### config.mk
export PLATFORM = sky130hd
export DESIGN_NAME = mtp_tally
export DESIGN_NICKNAME = d
export VERILOG_FILES = /design/src/hdl/mtp_pkg.sv /design/src/hdl/mtp_tally.sv
export SDC_FILE = /design/constraint.sdc
export NUM_CORES = 1
export LEC_CHECK = 0
export ABC_CLOCK_PERIOD_IN_PS = 3400
export BUFFER_PORTS_ARGS = -buffer_cell sky130_fd_sc_hd__clkbuf_2
export CAP_MARGIN = 20
export CORE_MARGIN = 2
export CORE_UTILIZATION = 53
export CTS_CLUSTER_SIZE = 12
export DETAILED_ROUTE_END_ITERATION = 12
export GPL_ROUTABILITY_DRIVEN = 1
export MAX_ROUTING_LAYER = met4
export PLACE_DENSITY_LB_ADDON = 0.3
export SLEW_MARGIN = 10
export SYNTH_ARGS = -nofsm -noshare
export SYNTH_HDL_FRONTEND = slang
export SYNTH_SLANG_ARGS = --single-unit
### constraint.sdc
create_clock -name clk_i -period 3.4 [get_ports clk_i]
set_input_delay 0.68 -clock clk_i [delete_from_list [all_inputs] [get_ports clk_i]]
set_output_delay 0.68 -clock clk_i [all_outputs]
set_load 0.02 [all_outputs]
### src/hdl/mtp_pkg.sv
// Shared types and constants of the majority title picker.
package mtp_pkg;

  // Capacity of the album store and the widths that follow from it.
  localparam int unsigned MAX_ENTRIES = 256;
  localparam int unsigned ADDR_W      = (MAX_ENTRIES > 1) ? $clog2(MAX_ENTRIES) : 1;
  localparam int unsigned CNT_W       = $clog2(MAX_ENTRIES + 1);
  localparam int unsigned ID_W        = 32;

  localparam logic [CNT_W-1:0] MAX_COUNT = CNT_W'(MAX_ENTRIES);

  // Result codes.
  typedef enum logic [1:0] {
    CH_NONE   = 2'd0,
    CH_ALBUM  = 2'd1,
    CH_ARTIST = 2'd2,
    CH_MAJOR  = 2'd3
  } choice_e;

  // One input item.
  typedef struct packed {
    logic            entry_live;
    logic [ID_W-1:0] album_key;
    logic [ID_W-1:0] album_artist_key;
    logic [ID_W-1:0] track_artist_id;
    logic            last_entry;
  } mtp_in_t;

  // One result item.
  typedef struct packed {
    choice_e         choice;
    logic [ID_W-1:0] chosen_id;
    logic            entries_dropped;
  } mtp_out_t;

  // Running statistics of the current disc.
  typedef struct packed {
    logic [CNT_W-1:0] count;
    logic [ID_W-1:0]  candidate;
    logic [ID_W-1:0]  lead_album;
    logic [ID_W-1:0]  lead_artist;
    logic             uniform_album;
    logic             uniform_artist;
    logic             overflow;
    logic             full;
  } mtp_tally_t;

endpackage

### src/hdl/mtp_tally.sv
// Per-disc statistics: first ids, sameness flags and the majority vote.
module mtp_tally (
  input  logic                     clk_i,
  input  logic                     rst_ni,
  input  logic                     take_i,
  input  logic                     clear_i,
  input  logic [mtp_pkg::ID_W-1:0] album_i,
  input  logic [mtp_pkg::ID_W-1:0] artist_i,
  output mtp_pkg::mtp_tally_t      tally_o
);
  import mtp_pkg::*;

  logic [CNT_W-1:0] count_q, count_d;
  logic [CNT_W-1:0] votes_q, votes_d;
  logic [ID_W-1:0]  cand_q, cand_d;
  logic [ID_W-1:0]  lead_album_q, lead_album_d;
  logic [ID_W-1:0]  lead_artist_q, lead_artist_d;
  logic             uniform_album_q, uniform_album_d;
  logic             uniform_artist_q, uniform_artist_d;
  logic             ovf_q, ovf_d;
  logic             full;
  logic             is_first;

  assign full     = (count_q == MAX_COUNT);
  assign is_first = (count_q == '0);

  // Next state for one entry, or a return to the empty disc.
  always_comb begin
    count_d          = count_q;
    votes_d          = votes_q;
    cand_d           = cand_q;
    lead_album_d     = lead_album_q;
    lead_artist_d    = lead_artist_q;
    uniform_album_d  = uniform_album_q;
    uniform_artist_d = uniform_artist_q;
    ovf_d            = ovf_q;
    priority if (clear_i) begin
      count_d          = '0;
      votes_d          = '0;
      cand_d           = '0;
      lead_album_d     = '0;
      lead_artist_d    = '0;
      uniform_album_d  = 1'b1;
      uniform_artist_d = 1'b1;
      ovf_d            = 1'b0;
    end else if (take_i && full) begin
      ovf_d = 1'b1;
    end else if (take_i) begin
      if (is_first) begin
        lead_album_d  = album_i;
        lead_artist_d = artist_i;
      end
      if (!is_first && album_i != lead_album_q) begin
        uniform_album_d = 1'b0;
      end
      if (!is_first && artist_i != lead_artist_q) begin
        uniform_artist_d = 1'b0;
      end
      priority if (votes_q == '0) begin
        cand_d  = album_i;
        votes_d = CNT_W'(1);
      end else if (album_i == cand_q) begin
        votes_d = votes_q + CNT_W'(1);
      end else begin
        votes_d = votes_q - CNT_W'(1);
      end
      count_d = count_q + CNT_W'(1);
    end
  end

  always_ff @(posedge clk_i or negedge rst_ni) begin
    if (!rst_ni) begin
      count_q          <= '0;
      votes_q          <= '0;
      cand_q           <= '0;
      lead_album_q     <= '0;
      lead_artist_q    <= '0;
      uniform_album_q  <= 1'b1;
      uniform_artist_q <= 1'b1;
      ovf_q            <= 1'b0;
    end else begin
      count_q          <= count_d;
      votes_q          <= votes_d;
      cand_q           <= cand_d;
      lead_album_q     <= lead_album_d;
      lead_artist_q    <= lead_artist_d;
      uniform_album_q  <= uniform_album_d;
      uniform_artist_q <= uniform_artist_d;
      ovf_q            <= ovf_d;
    end
  end

  assign tally_o = '{
    count:          count_q,
    candidate:      cand_q,
    lead_album:     lead_album_q,
    lead_artist:    lead_artist_q,
    uniform_album:  uniform_album_q,
    uniform_artist: uniform_artist_q,
    overflow:       ovf_q,
    full:           full
  };

endmodule

## Yosys cells after proc, flatten, opt, wreduce, memory -nomap -nowiden

Cells that the tools add are included.

| word-level totals | value |
|---|---|
| bits of input ports | 68 |
| logic and storage cells | 63 |
| flip-flop bits (word level) | 117 |
| output and inout bits | 109 |

| cells by class | value |
|---|---|
| add/sub/neg operators | 3 |
| equality and inequality tests | 5 |
| reductions and logical operators | 17 |
| muxes and demuxes | 30 |

Operators with widths:

| cell | number |
|---|---|
| 32-bit two-way mux | 12 |
| 9-bit two-way mux | 8 |
| 32-bit != test | 2 |
| 32-bit equality test | 1 |
| 9-bit by 1-bit adder with 9-bit output, second input constant | 2 |
| 9-bit logical NOT | 2 |
| 3-bit AND reduction | 4 |
| 2-bit nonzero test | 6 |
| 1-bit two-way mux | 10 |
| 9-bit equality test, second input constant | 1 |
| 9-bit by 1-bit subtractor with 9-bit output, second input constant | 1 |
| 1-bit logical AND | 3 |
| 2-bit != test, second input constant | 1 |
| 2-bit AND reduction | 1 |
| 1-bit logical NOT | 1 |

## Logic depth before layout (Yosys ltp)

| logic depth | value |
|---|---|
| word-level depth | 7 |
| gate-level depth with buffers | 12 |
| depth with buffers taken out | 12 |

## Worst setup path before layout

Ideal clock, no wire load.

| timing | value |
|---|---|
| path type | in2reg |
| from | input album_i[17] (netlist name) |
| to | register votes_q[5] |
| stages on the path | 12 |
| data arrival time | 2,779 ps |
| slack | 500 ps |
| setup time | 121 ps |
| cell sequence | xnor2_1 > nand4_1 > nor4_1 > and2_1 > inv_1 > ha_1 > a21oi_1 > a21boi_0 > o21ai_0 > nor2b_1 > xnor2_1 > a22o_1 |

| on the way | value |
|---|---|
| word-level cells in the longest chain between the ends | 6 |

RTL lines:

| item | line | RTL |
|---|---|---|
| start, declared | mtp_tally.sv:7 | `input logic [mtp_pkg::ID_W-1:0] album_i,` |
| 32-bit equality test | mtp_tally.sv:62 | `end else if (album_i == cand_q) begin` |
| 9-bit two-way mux | mtp_tally.sv:62 |  |
| 9-bit two-way mux | mtp_tally.sv:59 | `priority if (votes_q == '0) begin` |
| 9-bit two-way mux | mtp_tally.sv:48 | `end else if (take_i) begin` |
| 9-bit two-way mux | mtp_tally.sv:46 | `end else if (take_i && full) begin` |
| 9-bit two-way mux | mtp_tally.sv:37 | `priority if (clear_i) begin` |
| end signal, assigned | mtp_tally.sv:83 | `votes_q <= votes_d;` |
| end, declared | mtp_tally.sv:14 | `logic [CNT_W-1:0] votes_q, votes_d;` |

No other way between the ends. The select of a mux whose other input is x is not followed.
A chain may end at the register's enable or synchronous reset.

## Final worst setup path

| timing | value |
|---|---|
| from | input album_i[25] (netlist name) |
| to | register votes_q[5] |

The elaborated chain is that of the path after synthesis.

==> metrics.log <==
[metrics] result of the run: finished clean
[metrics] global-route wire length before repair: 27.70 mm
[metrics] via-per-instance ratio: 5.444
[metrics] Total Power: 5.158 mW
[metrics] gp weighted congestion: 0.8846
[metrics] total global routing overflow: 0
[metrics] biggest cell delay along the critical path: 0.49 ns
[metrics] Finished Layout Cells: 1,012
[metrics] largest vdd supply drop: 286.3 uV
[metrics] Detailed Routing Iterations Pass 1: 4
[metrics] Bufs and invs on worst path: 2
[metrics] die area: 12,920 sq um
[metrics] Register-to-Register Path Depth: 12
[metrics] most prevalent standard cell on the critical path: sky130_fd_sc_hd__xnor2_1
[metrics] proportion of layout cells with a drive suffix above 1: 0.3040
[metrics] final hold violations: 0
[metrics] detailed router's first-iteration violation count: 415
[metrics] most used cells in the layout excluding fill and tap cells: sky130_fd_sc_hd__clkbuf_2, sky130_fd_sc_hd__nand2_1, sky130_fd_sc_hd__dfrtp_1
[metrics] clock edge transition at the registers on the reported setup and hold paths: 0.06 ns
[metrics] remaining routing DRC violations: 0
[metrics] Critical Path End Type: register
[metrics] Slew Viols, Final: 0
[metrics] worst max-slew margin expressed relative to the limit: 0.4438
[metrics] number of antenna violations at the first check in global routing: 0
[metrics] number of unique standard cell types used by synthesis: 43
[metrics] upper clock frequency limit: 317.5 MHz
[metrics] number of global-route vias before repair: 5,513
[metrics] number of port buffers: 176
[metrics] most common library cell in the layout ignoring fill and taps: sky130_fd_sc_hd__clkbuf_2
[metrics] Core Region: 11,860 sq um
[metrics] clock sink count: 117
[metrics] Post-CTS Resized: 0
[metrics] sequential area share after synthesis: 0.4598
[metrics] TritonCTS clock tree: yes
[metrics] Setup Buffers After CTS: 0
[metrics] Gate power share: 0.302
[metrics] max_cap viols: 0
[metrics] flip-flop cell with the highest count after synthesis: sky130_fd_sc_hd__dfrtp_1
[metrics] endpoints failing setup: 0
[metrics] # nets final: 931
[metrics] Switch Pwr: 1.802 mW
[metrics] switching share of power: 0.3495
[metrics] depth of the critical timing path with buffers and inverters included: 13
[metrics] Die Y: 113.7 microns
[metrics] number of vias after detailed routing: 5,509
[metrics] number of H-tree branching levels: 4
[metrics] starting density of the core: 0.5373
[metrics] critical path startpoint category: input pin
[metrics] Final Util: 0.6742
[metrics] detailed-route wire length: 16.96 mm
[metrics] Static Leakage: 3.861 nW
[metrics] Final Skew: 0.007389 ns
[metrics] Site Rows: 40
[metrics] post-route fraction of the period consumed by the critical path: 0.9264
[metrics] pin count of the biggest net entering global routing: 65
[metrics] number of CTS-inserted buffers: 17
[metrics] netlist area before placement: 6374 sq um
[metrics] post-synthesis cell count: 678
[metrics] WL/cell: 16.76 microns
[metrics] kind of cell adding the most delay to the critical path: simple AND/OR/NAND/NOR gates
[metrics] Clock Tree Buf Depth: 2
[metrics] setup repair after global routing missed its margin: false
[metrics] cell-by-cell trace of the critical path: clkbuf_2 -> xnor2_1 -> nand4_1 -> nor4_1 -> and2_1 -> inv_1 -> ha_1 -> a21oi_1 -> a21boi_0 -> o21ai_0 -> nor2b_1 -> xnor2_1 -> a22o_1
[metrics] shortest period the worst path allows: 3.150 ns
[metrics] synth-to-layout area growth: 25.46%
[metrics] sum of negative setup slack: 0 ns
[metrics] worst path required time: 3.71 ns
[metrics] top fanout value on the critical path: 7
[metrics] hold buffers post-CTS: 0
[metrics] clock root buffer master: sky130_fd_sc_hd__clkbuf_16
[metrics] power density normalized to cell area: 645.0 nW/um^2
[metrics] area after detailed placement: 7388 sq um
[metrics] I/O pin count: 177
[metrics] arrival time of the worst setup path: 3.46 ns
[metrics] internal power: 3.355 mW
[metrics] number of register bits inferred by synthesis: 117
[metrics] Skew-Pair Late Insertion Delay: 0.42 ns
[metrics] placed cell count: 980
[metrics] number of antenna-violating nets in the routed design: 0
[metrics] post-synth net total: 757
[metrics] post-route cell area: 7996 sq um
[metrics] critical path start-end classification: input pin to register
[metrics] number of inserted diodes: 0
[metrics] transition time at the pin with the least slew margin: 0.8343 ns
[metrics] Syn. warnings: 0
[metrics] fraction of registers with async set or reset after synthesis: 1.000
[metrics] global-route total usage across every layer: 0.2842
[metrics] mean area per synthesized cell: 9.401 sq um
[metrics] Worst Hold Class: input pin to asynchronous set/reset pin
[metrics] number of flops mapped to enable cells by yosys: 0
[metrics] clock power share: 0.354
[metrics] HPWL after DPL: 11.94 mm
[metrics] Reg power frac: 0.343
[metrics] die extent in x: 113.7 microns
[metrics] CP max-delay cell: sky130_fd_sc_hd__nor4_1
cell usage after synthesis (2+ instances only):
cell                        number  area share
sky130_fd_sc_hd__ha_1           10       0.020
sky130_fd_sc_hd__nand3_1         5      0.0039
sky130_fd_sc_hd__buf_6           6       0.011
sky130_fd_sc_hd__and3_1          3      0.0029
sky130_fd_sc_hd__buf_4           5      0.0059
sky130_fd_sc_hd__clkbuf_1       16      0.0094
sky130_fd_sc_hd__xor2_1         70       0.096
sky130_fd_sc_hd__o2111ai_1       2      0.0027
sky130_fd_sc_hd__nand4_1        15       0.015
sky130_fd_sc_hd__xnor2_1        40       0.055
sky130_fd_sc_hd__o21ai_2        28       0.038
sky130_fd_sc_hd__a22o_1          7      0.0096
sky130_fd_sc_hd__dfrtp_1       115        0.45
sky130_fd_sc_hd__a21o_1          2      0.0024
sky130_fd_sc_hd__nor3_1          5      0.0039
sky130_fd_sc_hd__dfstp_2         2      0.0082
sky130_fd_sc_hd__a21oi_1        70       0.055
sky130_fd_sc_hd__inv_1           8      0.0047
sky130_fd_sc_hd__buf_2           7      0.0055
sky130_fd_sc_hd__o21ai_1         2      0.0016
sky130_fd_sc_hd__nand2b_1       32       0.031
sky130_fd_sc_hd__nor4_1         19       0.019
sky130_fd_sc_hd__o21ai_0         6      0.0047
sky130_fd_sc_hd__nand2_1       165       0.097
sky130_fd_sc_hd__nor4_4          2      0.0067
sky130_fd_sc_hd__nor2b_1         2      0.0020
sky130_fd_sc_hd__nor2_1         18       0.011
logic make-up after synthesis:
group,Yosys count,share of synthesized area
simple gates,272,0.2016
flops,117,0.4598
xor+xnor,110,0.1512
fa+ha+maj,11,0.02277
buf+inv,43,0.03671
mux,1,0.001571
compound gates,124,0.1264
cell type report:
class / instances / area, sq um
clock buffers: 17 / 425.4
inverters: 8 / 30.03
multi-input cells: 518 / 3216
clock inverters: 15 / 182.7
flip-flops and latches: 117 / 2930
well taps: 147 / 183.9
fillers: 957 / 3865
repair buffers: 190 / 1028
power groups by stage:
stage	combinational, mW	sequential (mW)	clock (mW)
3_5_place_dp	1.55	1.79	0
3_3_place_gp	1.53	1.78	0
2_1_floorplan	0.949	1.92	0
6_report	1.56	1.77	1.83
5_1_grt	1.71	1.80	1.91
4_1_cts	1.56	1.77	1.85
registers in the layout (all words and copies together), names as in the netlist:
signal	flops
uniform_album_q	1
votes_q	9
ovf_q	1
lead_album_q	32
count_q	9
uniform_artist_q	1
cand_q	32
lead_artist_q	32
routing by layer:
layer  routed length, microns  vias to the layer above  track usage
met3                     1217                       30      0.05685
met2                     8222                      223       0.4459
met1                     7229                     2636       0.3659
met5                        0                        -            -
met4                      290                        0       0.1122
li1                         -                     2620            -
through the flow:
stage / hold WS [ns] / setup WS [ns]
floorplan: 0.3844 / 0.4999
global placement: 0.4789 / -0.03667
detailed placement: 0.4843 / -0.04543
CTS: 0.2210 / 0.3511
global route: 0.2479 / 0.05325
finish: 0.2224 / 0.2504
path summary, 6_finish.rpt:
path | startpoint | end | slack (ns)
min in group clk_i | ovf_q$_DFFE_PN0P_ | ovf_q$_DFFE_PN0P_ | 0.49
setup reg to reg | cand_q[17]$_DFFE_PN0P_ | votes_q[5]$_DFFE_PN0P_ | 0.26
max in group asynchronous | rst_ni | lead_artist_q[23]$_DFFE_PN0P_ | 2.41
setup / recovery | album_i[25] | votes_q[5]$_DFFE_PN0P_ | 0.25
hold / removal | rst_ni | cand_q[16]$_DFFE_PN0P_ | 0.22
hold reg to reg | ovf_q$_DFFE_PN0P_ | ovf_q$_DFFE_PN0P_ | 0.49
worst register-to-register path: stages, from the launching register on:
cell and delay, ns:
sky130_fd_sc_hd__dfrtp_1 0.42, sky130_fd_sc_hd__xnor2_1 0.22, sky130_fd_sc_hd__nand4_1 0.12, sky130_fd_sc_hd__nor4_1 0.49
sky130_fd_sc_hd__and2_1 0.24, sky130_fd_sc_hd__inv_1 0.14, sky130_fd_sc_hd__ha_1 0.33, sky130_fd_sc_hd__a21oi_1 0.19
sky130_fd_sc_hd__a21boi_0 0.14, sky130_fd_sc_hd__o21ai_0 0.27, sky130_fd_sc_hd__nor2b_1 0.21, sky130_fd_sc_hd__xnor2_1 0.08
sky130_fd_sc_hd__a22o_1 0.19
(Power assumes the default switching activity.)
